<file path="src/hdl/peer_session_table_with_loss_count_top_defines.svh">
// Assertion macros used by the peer session table RTL.
// Included by modules that carry concurrent checks; no other dependencies.
`ifndef PEER_SESSION_TABLE_WITH_LOSS_COUNT_TOP_DEFINES_SVH
`define PEER_SESSION_TABLE_WITH_LOSS_COUNT_TOP_DEFINES_SVH

// Implication check, disabled while reset is asserted.
`define PSL_ASSERT_IMPL(label, clk, rst_n, ante, cons) \
    label: assert property (@(posedge clk) disable iff (!(rst_n)) (ante) |-> (cons)) \
        else $error("psl assertion failed");

// Invariant check, disabled while reset is asserted.
`define PSL_ASSERT_ALWAYS(label, clk, rst_n, expr) \
    label: assert property (@(posedge clk) disable iff (!(rst_n)) (expr)) \
        else $error("psl assertion failed");

`endif

</file>
<file path="src/hdl/psl_pkg.sv">
// Package for the peer session table: types, status codes, register map.
// No dependencies; used by every module of the block.
`timescale 1ns / 1ps

package psl_pkg;

    localparam int SLOTS_DEF = 4;

    localparam logic [31:0] RESET_TIMEOUT_MS = 32'd5000;
    localparam logic [31:0] RESET_SWEEP_MS   = 32'd1000;

    // result status codes
    localparam logic [2:0] ST_OK      = 3'd0;
    localparam logic [2:0] ST_SHORT   = 3'd1;
    localparam logic [2:0] ST_MAGIC   = 3'd2;
    localparam logic [2:0] ST_VERSION = 3'd3;
    localparam logic [2:0] ST_TYPE    = 3'd4;
    localparam logic [2:0] ST_PAYLOAD = 3'd5;
    localparam logic [2:0] ST_FULL    = 3'd6;

    // register indexes (byte address = 4 * index)
    localparam logic [2:0] REG_MAGIC     = 3'd0;
    localparam logic [2:0] REG_VERSION   = 3'd1;
    localparam logic [2:0] REG_TYPE      = 3'd2;
    localparam logic [2:0] REG_HDR_BYTES = 3'd3;
    localparam logic [2:0] REG_PKT_BYTES = 3'd4;
    localparam logic [2:0] REG_TIMEOUT   = 3'd5;
    localparam logic [2:0] REG_SWEEP     = 3'd6;

    localparam int ADDR_W = 5;

    // job queue between classifier and table engine
    localparam int QUEUE_AW    = 1;
    localparam int QUEUE_DEPTH = 1 << QUEUE_AW;

    localparam int IN_TDATA_W  = 128;
    localparam int OUT_TDATA_W = 64;

    typedef struct packed {
        logic [15:0] expected_magic;
        logic [7:0]  expected_version;
        logic [7:0]  input_type_code;
        logic [15:0] header_bytes;
        logic [15:0] input_packet_bytes;
        logic [31:0] idle_timeout_ms;
        logic [31:0] sweep_interval_ms;
    } psl_cfg_t;

    typedef struct packed {
        logic [2:0]  status;
        logic [15:0] seq_number;
        logic [31:0] source_ip;
        logic [31:0] now_ms;
    } psl_job_t;

    typedef struct packed {
        logic [2:0]  status;
        logic [1:0]  slot_index;
        logic        new_peer;
        logic [15:0] gap_now;
        logic [31:0] gap_total;
        logic [2:0]  peers_active;
    } psl_result_t;

endpackage

</file>
<file path="src/hdl/psl_front.sv">
// Front end: unpacks an input item and runs the header checks.
// Depends on psl_pkg; feeds psl_queue.
`timescale 1ns / 1ps

module psl_front (
    input  logic                            s_tvalid,
    output logic                            s_tready,
    input  logic [psl_pkg::IN_TDATA_W-1:0]  s_tdata,
    input  psl_pkg::psl_cfg_t               cfg,
    input  logic                            q_full,
    output logic                            q_push,
    output psl_pkg::psl_job_t               q_job
);
    import psl_pkg::*;

    logic [15:0] pkt_len;
    logic [15:0] magic_value;
    logic [7:0]  version_value;
    logic [7:0]  type_code;
    logic [2:0]  status;

    assign pkt_len       = s_tdata[15:0];
    assign magic_value   = s_tdata[31:16];
    assign version_value = s_tdata[39:32];
    assign type_code     = s_tdata[47:40];

    // first failing check wins
    always_comb begin
        if (pkt_len < cfg.header_bytes) begin
            status = ST_SHORT;
        end else if (magic_value != cfg.expected_magic) begin
            status = ST_MAGIC;
        end else if (version_value != cfg.expected_version) begin
            status = ST_VERSION;
        end else if (type_code != cfg.input_type_code) begin
            status = ST_TYPE;
        end else if (pkt_len < cfg.input_packet_bytes) begin
            status = ST_PAYLOAD;
        end else begin
            status = ST_OK;
        end
    end

    assign s_tready         = !q_full;
    assign q_push           = s_tvalid && !q_full;
    assign q_job.status     = status;
    assign q_job.seq_number = s_tdata[63:48];
    assign q_job.source_ip  = s_tdata[95:64];
    assign q_job.now_ms     = s_tdata[127:96];

endmodule

</file>
<file path="src/hdl/psl_queue.sv">
// Short job queue between the classifier and the table engine.
// Depends on psl_pkg.
`timescale 1ns / 1ps

module psl_queue (
    input  logic              aclk,
    input  logic              aresetn,
    input  logic              push,
    input  psl_pkg::psl_job_t push_job,
    output logic              full,
    input  logic              pop,
    output logic              empty,
    output psl_pkg::psl_job_t head_job
);
    import psl_pkg::*;

    psl_job_t            entry_reg [QUEUE_DEPTH];
    logic [QUEUE_AW:0]   wr_ptr_reg;
    logic [QUEUE_AW:0]   rd_ptr_reg;

    assign empty    = (wr_ptr_reg == rd_ptr_reg);
    assign full     = (wr_ptr_reg[QUEUE_AW] != rd_ptr_reg[QUEUE_AW]) &&
                      (wr_ptr_reg[QUEUE_AW-1:0] == rd_ptr_reg[QUEUE_AW-1:0]);
    assign head_job = entry_reg[rd_ptr_reg[QUEUE_AW-1:0]];

    always_ff @(posedge aclk) begin
        if (push && !full) begin
            entry_reg[wr_ptr_reg[QUEUE_AW-1:0]] <= push_job;
        end
    end

    always_ff @(posedge aclk) begin
        if (!aresetn) begin
            wr_ptr_reg <= '0;
            rd_ptr_reg <= '0;
        end else begin
            if (push && !full) begin
                wr_ptr_reg <= wr_ptr_reg + 1'b1;
            end
            if (pop && !empty) begin
                rd_ptr_reg <= rd_ptr_reg + 1'b1;
            end
        end
    end

endmodule

</file>
<file path="src/hdl/psl_back.sv">
// Back end: timeout sweep, slot lookup/claim, gap counting, result register.
// Depends on psl_pkg and the assertion macro header.
`timescale 1ns / 1ps
`include "peer_session_table_with_loss_count_top_defines.svh"

module psl_back #(
    parameter int SLOTS = psl_pkg::SLOTS_DEF
) (
    input  logic                  aclk,
    input  logic                  aresetn,
    input  psl_pkg::psl_cfg_t     cfg,
    input  logic                  job_valid,
    input  psl_pkg::psl_job_t     job,
    output logic                  job_pop,
    output logic                  out_valid,
    input  logic                  out_ready,
    output psl_pkg::psl_result_t  out_data
);
    import psl_pkg::*;

    localparam int SLOT_W = (SLOTS > 1) ? $clog2(SLOTS) : 1;
    localparam int CNT_W  = $clog2(SLOTS + 1);
    localparam logic [SLOT_W-1:0] LAST_SLOT = SLOT_W'(SLOTS - 1);

    localparam logic [2:0] S_IDLE   = 3'd0;
    localparam logic [2:0] S_CHECK  = 3'd1;
    localparam logic [2:0] S_SWEEP  = 3'd2;
    localparam logic [2:0] S_MATCH  = 3'd3;
    localparam logic [2:0] S_UPDATE = 3'd4;
    localparam logic [2:0] S_FINISH = 3'd5;

    // slot table
    logic [SLOTS-1:0] slot_active_reg;
    logic [31:0]      slot_ip_reg        [SLOTS];
    logic [15:0]      slot_last_seq_reg  [SLOTS];
    logic [31:0]      slot_last_seen_reg [SLOTS];
    logic [31:0]      slot_pkt_count_reg [SLOTS];
    logic [31:0]      slot_gap_total_reg [SLOTS];

    logic [2:0]        state_reg,       state_next;
    logic [SLOT_W-1:0] idx_reg,         idx_next;
    logic [SLOT_W-1:0] sel_reg,         sel_next;
    logic [SLOT_W-1:0] free_idx_reg,    free_idx_next;
    logic              free_found_reg,  free_found_next;
    logic              fresh_reg,       fresh_next;
    psl_job_t          job_reg,         job_next;
    logic [2:0]        res_status_reg,  res_status_next;
    logic [15:0]       gap_reg,         gap_next;
    logic [31:0]       total_reg,       total_next;
    logic [CNT_W-1:0]  active_cnt_reg,  active_cnt_next;
    logic [31:0]       last_sweep_reg,  last_sweep_next;
    logic              out_valid_reg,   out_valid_next;
    psl_result_t       out_data_reg,    out_data_next;

    logic        sweep_due;
    logic        expire;
    logic        hit;
    logic        last_idx;
    logic        clear_slot;
    logic        write_slot;
    logic [15:0] expect_seq;
    logic        has_gap;
    logic [15:0] upd_gap;
    logic [31:0] upd_total;
    logic        res_ok;

    assign sweep_due = (job_reg.now_ms - last_sweep_reg) > cfg.sweep_interval_ms;
    assign expire    = slot_active_reg[idx_reg] &&
                       ((job_reg.now_ms - slot_last_seen_reg[idx_reg]) > cfg.idle_timeout_ms);
    assign hit       = slot_active_reg[idx_reg] &&
                       (slot_ip_reg[idx_reg] == job_reg.source_ip);
    assign last_idx  = (idx_reg == LAST_SLOT);

    // gap arithmetic on the selected slot; a freshly claimed slot has no history
    assign expect_seq = slot_last_seq_reg[sel_reg] + 16'd1;
    assign has_gap    = !fresh_reg && (slot_pkt_count_reg[sel_reg] != 32'd0) &&
                        (job_reg.seq_number != expect_seq);
    assign upd_gap    = has_gap ? (job_reg.seq_number - expect_seq) : 16'd0;
    assign upd_total  = fresh_reg ? 32'd0 : (slot_gap_total_reg[sel_reg] + {16'd0, upd_gap});
    assign res_ok     = (res_status_reg == ST_OK);

    always_comb begin
        state_next      = state_reg;
        idx_next        = idx_reg;
        sel_next        = sel_reg;
        free_idx_next   = free_idx_reg;
        free_found_next = free_found_reg;
        fresh_next      = fresh_reg;
        job_next        = job_reg;
        res_status_next = res_status_reg;
        gap_next        = gap_reg;
        total_next      = total_reg;
        active_cnt_next = active_cnt_reg;
        last_sweep_next = last_sweep_reg;
        out_valid_next  = out_valid_reg;
        out_data_next   = out_data_reg;
        job_pop         = 1'b0;
        clear_slot      = 1'b0;
        write_slot      = 1'b0;

        if (out_valid_reg && out_ready) begin
            out_valid_next = 1'b0;
        end

        unique case (state_reg)
            S_IDLE: begin
                if (job_valid) begin
                    job_pop    = 1'b1;
                    job_next   = job;
                    state_next = S_CHECK;
                end
            end
            S_CHECK: begin
                idx_next        = '0;
                sel_next        = '0;
                free_found_next = 1'b0;
                fresh_next      = 1'b0;
                gap_next        = '0;
                total_next      = '0;
                res_status_next = job_reg.status;
                if (sweep_due) begin
                    last_sweep_next = job_reg.now_ms;
                    state_next      = S_SWEEP;
                end else if (job_reg.status == ST_OK) begin
                    state_next = S_MATCH;
                end else begin
                    state_next = S_FINISH;
                end
            end
            S_SWEEP: begin
                if (expire) begin
                    clear_slot      = 1'b1;
                    active_cnt_next = active_cnt_reg - 1'b1;
                end
                if (last_idx) begin
                    idx_next   = '0;
                    state_next = (job_reg.status == ST_OK) ? S_MATCH : S_FINISH;
                end else begin
                    idx_next = idx_reg + 1'b1;
                end
            end
            S_MATCH: begin
                if (hit) begin
                    sel_next   = idx_reg;
                    state_next = S_UPDATE;
                end else begin
                    if (!slot_active_reg[idx_reg] && !free_found_reg) begin
                        free_found_next = 1'b1;
                        free_idx_next   = idx_reg;
                    end
                    if (last_idx) begin
                        if (free_found_reg || !slot_active_reg[idx_reg]) begin
                            sel_next   = free_found_reg ? free_idx_reg : idx_reg;
                            fresh_next = 1'b1;
                            state_next = S_UPDATE;
                        end else begin
                            res_status_next = ST_FULL;
                            state_next      = S_FINISH;
                        end
                    end else begin
                        idx_next = idx_reg + 1'b1;
                    end
                end
            end
            S_UPDATE: begin
                write_slot = 1'b1;
                gap_next   = upd_gap;
                total_next = upd_total;
                if (fresh_reg) begin
                    active_cnt_next = active_cnt_reg + 1'b1;
                end
                state_next = S_FINISH;
            end
            S_FINISH: begin
                if (!out_valid_reg || out_ready) begin
                    out_valid_next             = 1'b1;
                    out_data_next.status       = res_status_reg;
                    out_data_next.slot_index   = res_ok ? 2'(sel_reg) : 2'd0;
                    out_data_next.new_peer     = res_ok && fresh_reg;
                    out_data_next.gap_now      = res_ok ? gap_reg : 16'd0;
                    out_data_next.gap_total    = res_ok ? total_reg : 32'd0;
                    out_data_next.peers_active = 3'(active_cnt_reg);
                    state_next                 = S_IDLE;
                end
            end
            default: begin
                state_next = S_IDLE;
            end
        endcase
    end

    // table payload; only the active bits need a reset
    always_ff @(posedge aclk) begin
        if (write_slot) begin
            slot_ip_reg[sel_reg]        <= job_reg.source_ip;
            slot_last_seq_reg[sel_reg]  <= job_reg.seq_number;
            slot_last_seen_reg[sel_reg] <= job_reg.now_ms;
            slot_pkt_count_reg[sel_reg] <= fresh_reg ? 32'd1
                                                     : slot_pkt_count_reg[sel_reg] + 32'd1;
            slot_gap_total_reg[sel_reg] <= upd_total;
        end
    end

    always_ff @(posedge aclk) begin
        job_reg      <= job_next;
        sel_reg      <= sel_next;
        free_idx_reg <= free_idx_next;
        gap_reg      <= gap_next;
        total_reg    <= total_next;
        out_data_reg <= out_data_next;
    end

    always_ff @(posedge aclk) begin
        if (!aresetn) begin
            state_reg       <= S_IDLE;
            idx_reg         <= '0;
            free_found_reg  <= 1'b0;
            fresh_reg       <= 1'b0;
            res_status_reg  <= ST_OK;
            active_cnt_reg  <= '0;
            last_sweep_reg  <= '0;
            out_valid_reg   <= 1'b0;
            slot_active_reg <= '0;
        end else begin
            state_reg      <= state_next;
            idx_reg        <= idx_next;
            free_found_reg <= free_found_next;
            fresh_reg      <= fresh_next;
            res_status_reg <= res_status_next;
            active_cnt_reg <= active_cnt_next;
            last_sweep_reg <= last_sweep_next;
            out_valid_reg  <= out_valid_next;
            if (clear_slot) begin
                slot_active_reg[idx_reg] <= 1'b0;
            end else if (write_slot) begin
                slot_active_reg[sel_reg] <= 1'b1;
            end
        end
    end

    assign out_valid = out_valid_reg;
    assign out_data  = out_data_reg;

    `PSL_ASSERT_ALWAYS(a_count_matches, aclk, aresetn, $countones(slot_active_reg) == active_cnt_reg)
    `PSL_ASSERT_IMPL(a_load_from_finish, aclk, aresetn, $rose(out_valid_reg), $past(state_reg == S_FINISH))
    `PSL_ASSERT_IMPL(a_reject_zeroed, aclk, aresetn, out_valid_reg && (out_data_reg.status != ST_OK), (out_data_reg.slot_index == 2'd0) && !out_data_reg.new_peer && (out_data_reg.gap_total == 32'd0))
    `PSL_ASSERT_IMPL(a_claim_had_free, aclk, aresetn, (state_reg == S_UPDATE) && fresh_reg, !slot_active_reg[sel_reg])

endmodule

</file>
<file path="src/hdl/peer_session_table_with_loss_count_top.sv">
// Top level of the peer session table: APB register file, stream ports, wiring.
// Depends on psl_pkg, psl_front, psl_queue and psl_back.
`timescale 1ns / 1ps

// Peer session table with sequence-loss counting. Each input item is one
// pre-parsed packet header; each produces exactly one result item, in order.
// The front end checks length, magic, version, type and payload length as the
// item is taken and drops the verdict into a two-entry job queue, so the input
// keeps flowing while the table engine is busy or a result waits on m_tready,
// until the queue fills. The table engine then, if more than sweep_interval_ms
// has passed since the last sweep, walks every slot and frees those idle longer
// than idle_timeout_ms; for a packet that passed the checks it walks the slots
// looking for the source IP (taking the lowest free slot if none matches),
// counts the 16-bit sequence gap into the slot's 32-bit loss total, and loads
// the result register. Both walks visit one slot per cycle, and the engine
// takes the next item from the queue only once the last result is loaded.
// Time comparisons use modular 32-bit differences; an age equal to a limit
// does not exceed it. Registers sit at byte address 4 * index (magic, version,
// type code, header bytes, packet bytes, timeout, sweep interval); writes to
// other addresses are ignored and read as zero. Configuration must be written
// by the user only while no item is in flight; the block does not enforce it.

module peer_session_table_with_loss_count_top #(
    parameter int SLOTS = psl_pkg::SLOTS_DEF
) (
    input  logic                             aclk,
    input  logic                             aresetn,
    // APB configuration port
    input  logic                             psel,
    input  logic                             penable,
    input  logic                             pwrite,
    input  logic [psl_pkg::ADDR_W-1:0]       paddr,
    input  logic [31:0]                      pwdata,
    output logic [31:0]                      prdata,
    output logic                             pready,
    // input items
    input  logic                             s_tvalid,
    output logic                             s_tready,
    // pkt_len[15:0], magic_value[31:16], version_value[39:32], type_code[47:40],
    // seq_number[63:48], source_ip[95:64], now_ms[127:96]
    input  logic [psl_pkg::IN_TDATA_W-1:0]   s_tdata,
    // result items
    output logic                             m_tvalid,
    input  logic                             m_tready,
    // status[2:0], slot_index[4:3], new_peer[5], gap_now[21:6], gap_total[53:22],
    // peers_active[56:54], zero fill [63:57]
    output logic [psl_pkg::OUT_TDATA_W-1:0]  m_tdata
);
    import psl_pkg::*;

    logic [15:0] magic_reg;
    logic [7:0]  version_reg;
    logic [7:0]  type_reg;
    logic [15:0] hdr_bytes_reg;
    logic [15:0] pkt_bytes_reg;
    logic [31:0] timeout_reg;
    logic [31:0] sweep_reg;

    logic        cfg_wr;
    logic [2:0]  reg_idx;
    psl_cfg_t    cfg;

    logic        q_full;
    logic        q_push;
    psl_job_t    q_in_job;
    logic        q_empty;
    logic        q_pop;
    psl_job_t    q_head_job;
    psl_result_t result;

    // ---------------- register file ----------------
    assign pready  = 1'b1;
    assign cfg_wr  = psel && penable && pwrite && pready;
    assign reg_idx = paddr[ADDR_W-1:2];

    always_ff @(posedge aclk) begin
        if (!aresetn) begin
            magic_reg     <= '0;
            version_reg   <= '0;
            type_reg      <= '0;
            hdr_bytes_reg <= '0;
            pkt_bytes_reg <= '0;
            timeout_reg   <= RESET_TIMEOUT_MS;
            sweep_reg     <= RESET_SWEEP_MS;
        end else if (cfg_wr) begin
            case (reg_idx)
                REG_MAGIC:     magic_reg     <= pwdata[15:0];
                REG_VERSION:   version_reg   <= pwdata[7:0];
                REG_TYPE:      type_reg      <= pwdata[7:0];
                REG_HDR_BYTES: hdr_bytes_reg <= pwdata[15:0];
                REG_PKT_BYTES: pkt_bytes_reg <= pwdata[15:0];
                REG_TIMEOUT:   timeout_reg   <= pwdata;
                REG_SWEEP:     sweep_reg     <= pwdata;
                default: begin
                end
            endcase
        end
    end

    always_comb begin
        unique case (reg_idx)
            REG_MAGIC:     prdata = {16'd0, magic_reg};
            REG_VERSION:   prdata = {24'd0, version_reg};
            REG_TYPE:      prdata = {24'd0, type_reg};
            REG_HDR_BYTES: prdata = {16'd0, hdr_bytes_reg};
            REG_PKT_BYTES: prdata = {16'd0, pkt_bytes_reg};
            REG_TIMEOUT:   prdata = timeout_reg;
            REG_SWEEP:     prdata = sweep_reg;
            default:       prdata = 32'd0;
        endcase
    end

    assign cfg.expected_magic     = magic_reg;
    assign cfg.expected_version   = version_reg;
    assign cfg.input_type_code    = type_reg;
    assign cfg.header_bytes       = hdr_bytes_reg;
    assign cfg.input_packet_bytes = pkt_bytes_reg;
    assign cfg.idle_timeout_ms    = timeout_reg;
    assign cfg.sweep_interval_ms  = sweep_reg;

    // ---------------- front end: checks ----------------
    psl_front u_front (
        .s_tvalid (s_tvalid),
        .s_tready (s_tready),
        .s_tdata  (s_tdata),
        .cfg      (cfg),
        .q_full   (q_full),
        .q_push   (q_push),
        .q_job    (q_in_job)
    );

    // ---------------- job queue ----------------
    psl_queue u_queue (
        .aclk     (aclk),
        .aresetn  (aresetn),
        .push     (q_push),
        .push_job (q_in_job),
        .full     (q_full),
        .pop      (q_pop),
        .empty    (q_empty),
        .head_job (q_head_job)
    );

    // ---------------- table engine ----------------
    psl_back #(
        .SLOTS (SLOTS)
    ) u_back (
        .aclk      (aclk),
        .aresetn   (aresetn),
        .cfg       (cfg),
        .job_valid (!q_empty),
        .job       (q_head_job),
        .job_pop   (q_pop),
        .out_valid (m_tvalid),
        .out_ready (m_tready),
        .out_data  (result)
    );

    assign m_tdata = {7'd0, result.peers_active, result.gap_total, result.gap_now,
                      result.new_peer, result.slot_index, result.status};

endmodule

</file>
<file path="config.mk">
export PLATFORM = sky130hd
export DESIGN_NAME = peer_session_table_with_loss_count_top
export DESIGN_NICKNAME = d
export VERILOG_FILES = /design/src/hdl/psl_pkg.sv /design/src/hdl/psl_front.sv /design/src/hdl/psl_queue.sv /design/src/hdl/psl_back.sv /design/src/hdl/peer_session_table_with_loss_count_top.sv
export VERILOG_INCLUDE_DIRS = /design/src /design/src/hdl
export SDC_FILE = /design/constraint.sdc
export NUM_CORES = 2
export LEC_CHECK = 0
export BUFFER_PORTS_ARGS = -buffer_cell sky130_fd_sc_hd__buf_4
export CAP_MARGIN = 20
export CELL_PAD_IN_SITES_DETAIL_PLACEMENT = 0
export CELL_PAD_IN_SITES_GLOBAL_PLACEMENT = 1
export CORE_MARGIN = 2
export CORE_UTILIZATION = 27
export DETAILED_ROUTE_END_ITERATION = 10
export PLACE_DENSITY_LB_ADDON = 0.15
export SYNTH_ARGS = -nofsm -noshare
export SYNTH_HDL_FRONTEND = slang
export SYNTH_SLANG_ARGS = --single-unit
</file>
<file path="constraint.sdc">
create_clock -name aclk -period 19.5 [get_ports aclk]
set_input_delay 3.9 -clock aclk [delete_from_list [all_inputs] [get_ports aclk]]
set_output_delay 3.9 -clock aclk [all_outputs]
set_load 0.01 [all_outputs]
</file>
==> summary.txt <==
Cell Chain, Critical Path = buf_4 -> nor2b_1 -> buf_4 -> and2_1 -> a22o_1 -> buf_4
Port bufs = 260
Initial Utilization = 0.2720
WP data arrival = 6.22 ns
Post-synth top flop = edfxtp_1
Dpl ws = 9.322 ns
YS warnings = 0
CTS tree = yes
Clock-pin slew on the worst setup and hold paths = 0.05 ns
Power per cell area = 165.9 nW/um^2
Die Wd = 439.0 um
Die area = 192700 um^2
Post-detail-place hpwl = 95640 um
Max incr delay on CP = 0.86 ns
Avg Inst Size Synth = 13.83 um^2
Setup CP Type = in2out
Post-Syn Instances = 3694
Slew Viols, Final = 0
Skew-Pair Late Insertion Delay = 0.79 ns
CTS H-tree lvls = 4
Final Hold Fails = 0
Initial antenna violation count = 8
Slowest CP cell = and2_1
Cts hold-fix bufs = 0
Share of cells above drive strength 1 = 0.1866
Drt pass-1 iters = 5
DRT iter0 DRCs = 1840
Total grt overflow = 0
Routed Antenna Nets = 0
Post-synthesis sequential area ratio = 0.6220
CTS max path bufs = 3
Most common cell after layout, fill and taps aside = edfxtp_1
Vias in the first global route = 31070
Total negative slack = 0 ns
RSZ-0062 raised after global routing = false
Layout area overhead = 17.84%
Peak Freq = 0.09878 GHz
# resized after CTS = 0
Pin slew with the least headroom to its limit = 1.094 ns
Crit. End Element = output pin
Status = finished clean
Via count = 29950
Leak = 0.02076 uW
Min Tclk post-route = 10.12 ns
Buf+Inv Stages, Crit Path = 3
Most frequent cells in the layout = edfxtp_1 (934), nand2_1 (340), buf_4 (301), inv_1 (210), ha_1 (195)
Largest register FFs = 166
Fin Hold WS = 0.4826 ns
Critical path data required time = 15.60 ns
Die Span Y = 439.0 um
Root buffer cell = clkbuf_16
Nets@finish = 4363
Num CTS Buffers = 134
Mapped Area = 51080 um^2
Core ar. = 187800 um^2
Hold Path Class = reg2reg
Post-synth EDFFs = 934
Distinct cells, synth = 76
DRC = 0
I/O pins = 271
Largest net degree at the start of global routing = 122
Slew margin rel. = 0.2521
Final setup viols = 0
Critical path peak fanout = 34
Layout Skew = 0.02932 ns
Final total power = 9988 uW
Via-to-Cell Ratio = 4.545
Max Cap Viol = 0
Avg WL per Cell = 21.40 um
CP top delay family = simple AND/OR/NAND/NOR gates
DRT Wirelength = 141000 um
Yosys reg bits = 1120
All-layer global routing usage = 0.1458
Worst setup SP type = primary input
Final Worst Setup Slack = 9.376 ns
Fin crit share = 0.5192
Asr flop ratio synth = 0
First-pass GRT wire length = 208200 um
Setup Buffers After CTS = 0
Routability cong. = 0.8419
Most frequent CP cell = buf_4
VDD IR max = 0.09064 mV
# rows = 159
# clock sinks = 1120
==> routing by layer <==
layer / GRT usage / vias up / wire length [um] / part of all wire
li1: - / 14420 / - / -
met1: 0.1891 / 14920 / 63780 / 0.45
met2: 0.2462 / 432 / 68660 / 0.49
met3: 0.02553 / 182 / 4835 / 0.034
met4: 0.04684 / 0 / 3763 / 0.027
met5: 0 / - / 0 / 0
==> worst reg2reg max path, stage by stage (launching register included) <==
cell and delay (ns):
dfxtp_4 0.64, buf_4 0.63, buf_4 0.73, mux4_2 0.65, inv_1 0.08, ha_1 0.16
nor4b_1 0.31, and4_1 0.25, nand4_1 0.24, o211ai_2 0.29, buf_4 0.28, nor2_1 0.06
ha_1 0.30, a21o_1 0.18, a21oi_1 0.22, o21ai_0 0.15, a2111oi_0 0.99, o41ai_1 0.18
o21bai_1 0.24, a41oi_1 0.24, buf_4 0.24, o21ai_0 0.14, a21oi_1 0.26
==> metrics by stage <==
step	cell area (um^2)	util	cells
2_1_floorplan	51100	-	3700
3_3_place_gp	55970	0.2980	6348
3_5_place_dp	55970	0.2980	6348
4_1_cts	60150	0.3203	6582
5_1_grt	60190	0.3205	6587
6_report	60200	0.3205	6589
==> report_power, final <==
group / internal (uW) / leakage [uW] / switching, uW
sequential: 3380 / 0.0100 / 253
clock: 1400 / 0.00204 / 1010
combinational: 1530 / 0.00869 / 2410
==> final timing paths <==
path                              startpoint                                    endpoint  cells past startpoint  slack, ns
hold / removal    sweep_reg[17]$_SDFFE_PN0P_                  sweep_reg[17]$_SDFFE_PN0P_                      2       0.48
setup reg to reg                   flip-flop  u_back.slot_gap_total_reg[3][31]$_DFFE_PP_                     22      11.84
hold reg to reg   sweep_reg[17]$_SDFFE_PN0P_                  sweep_reg[17]$_SDFFE_PN0P_                      2       0.48
setup / recovery                    paddr[2]                                  prdata[30]                      6       9.38
==> logic make-up (layout without fill, tap and decap cells) <==
| group | Yosys count | count (layout) | synth area share |
|---|---|---|---|
| buf+inv | 360 | 749 | 0.02866 |
| flops | 1120 | 1120 | 0.6220 |
| mux | 335 | 335 | 0.1046 |
| other cells | 2 | 13 | 0.0001470 |
| fa+ha+maj | 200 | 200 | 0.04972 |
| simple gates | 947 | 947 | 0.09078 |
| compound gates | 551 | 551 | 0.07343 |
| xor+xnor | 179 | 179 | 0.03069 |
==> Yosys cell counts (all sizes together), types with 90 or more instances <==
cell / count / area (um^2)
edfxtp: 934 / 28050
nand2: 341 / 1280
inv: 210 / 788.3
ha: 195 / 2440
dfxtp: 186 / 3724
nor2: 152 / 570.6
mux4: 147 / 3344
a21oi: 126 / 630.6
a21boi: 107 / 803.3
clkbuf: 97 / 364.1
mux2: 94 / 1059
mux2i: 94 / 940.9
xnor2: 90 / 788.3
==> cell type report <==
type                            instances  area [um^2]
Antenna cell                            5        12.51
Clock buffer                          172         3548
Clock inverter                         62        634.4
Fill cell                           18640       127600
Inverter                              210        788.3
Multi-Input combinational cell       2220        17970
Sequential cell                      1120        31790
Tap cell                             2495         3122
Timing Repair Buffer                  305         2331
No activity file was read; power rests on OpenSTA's default activity.
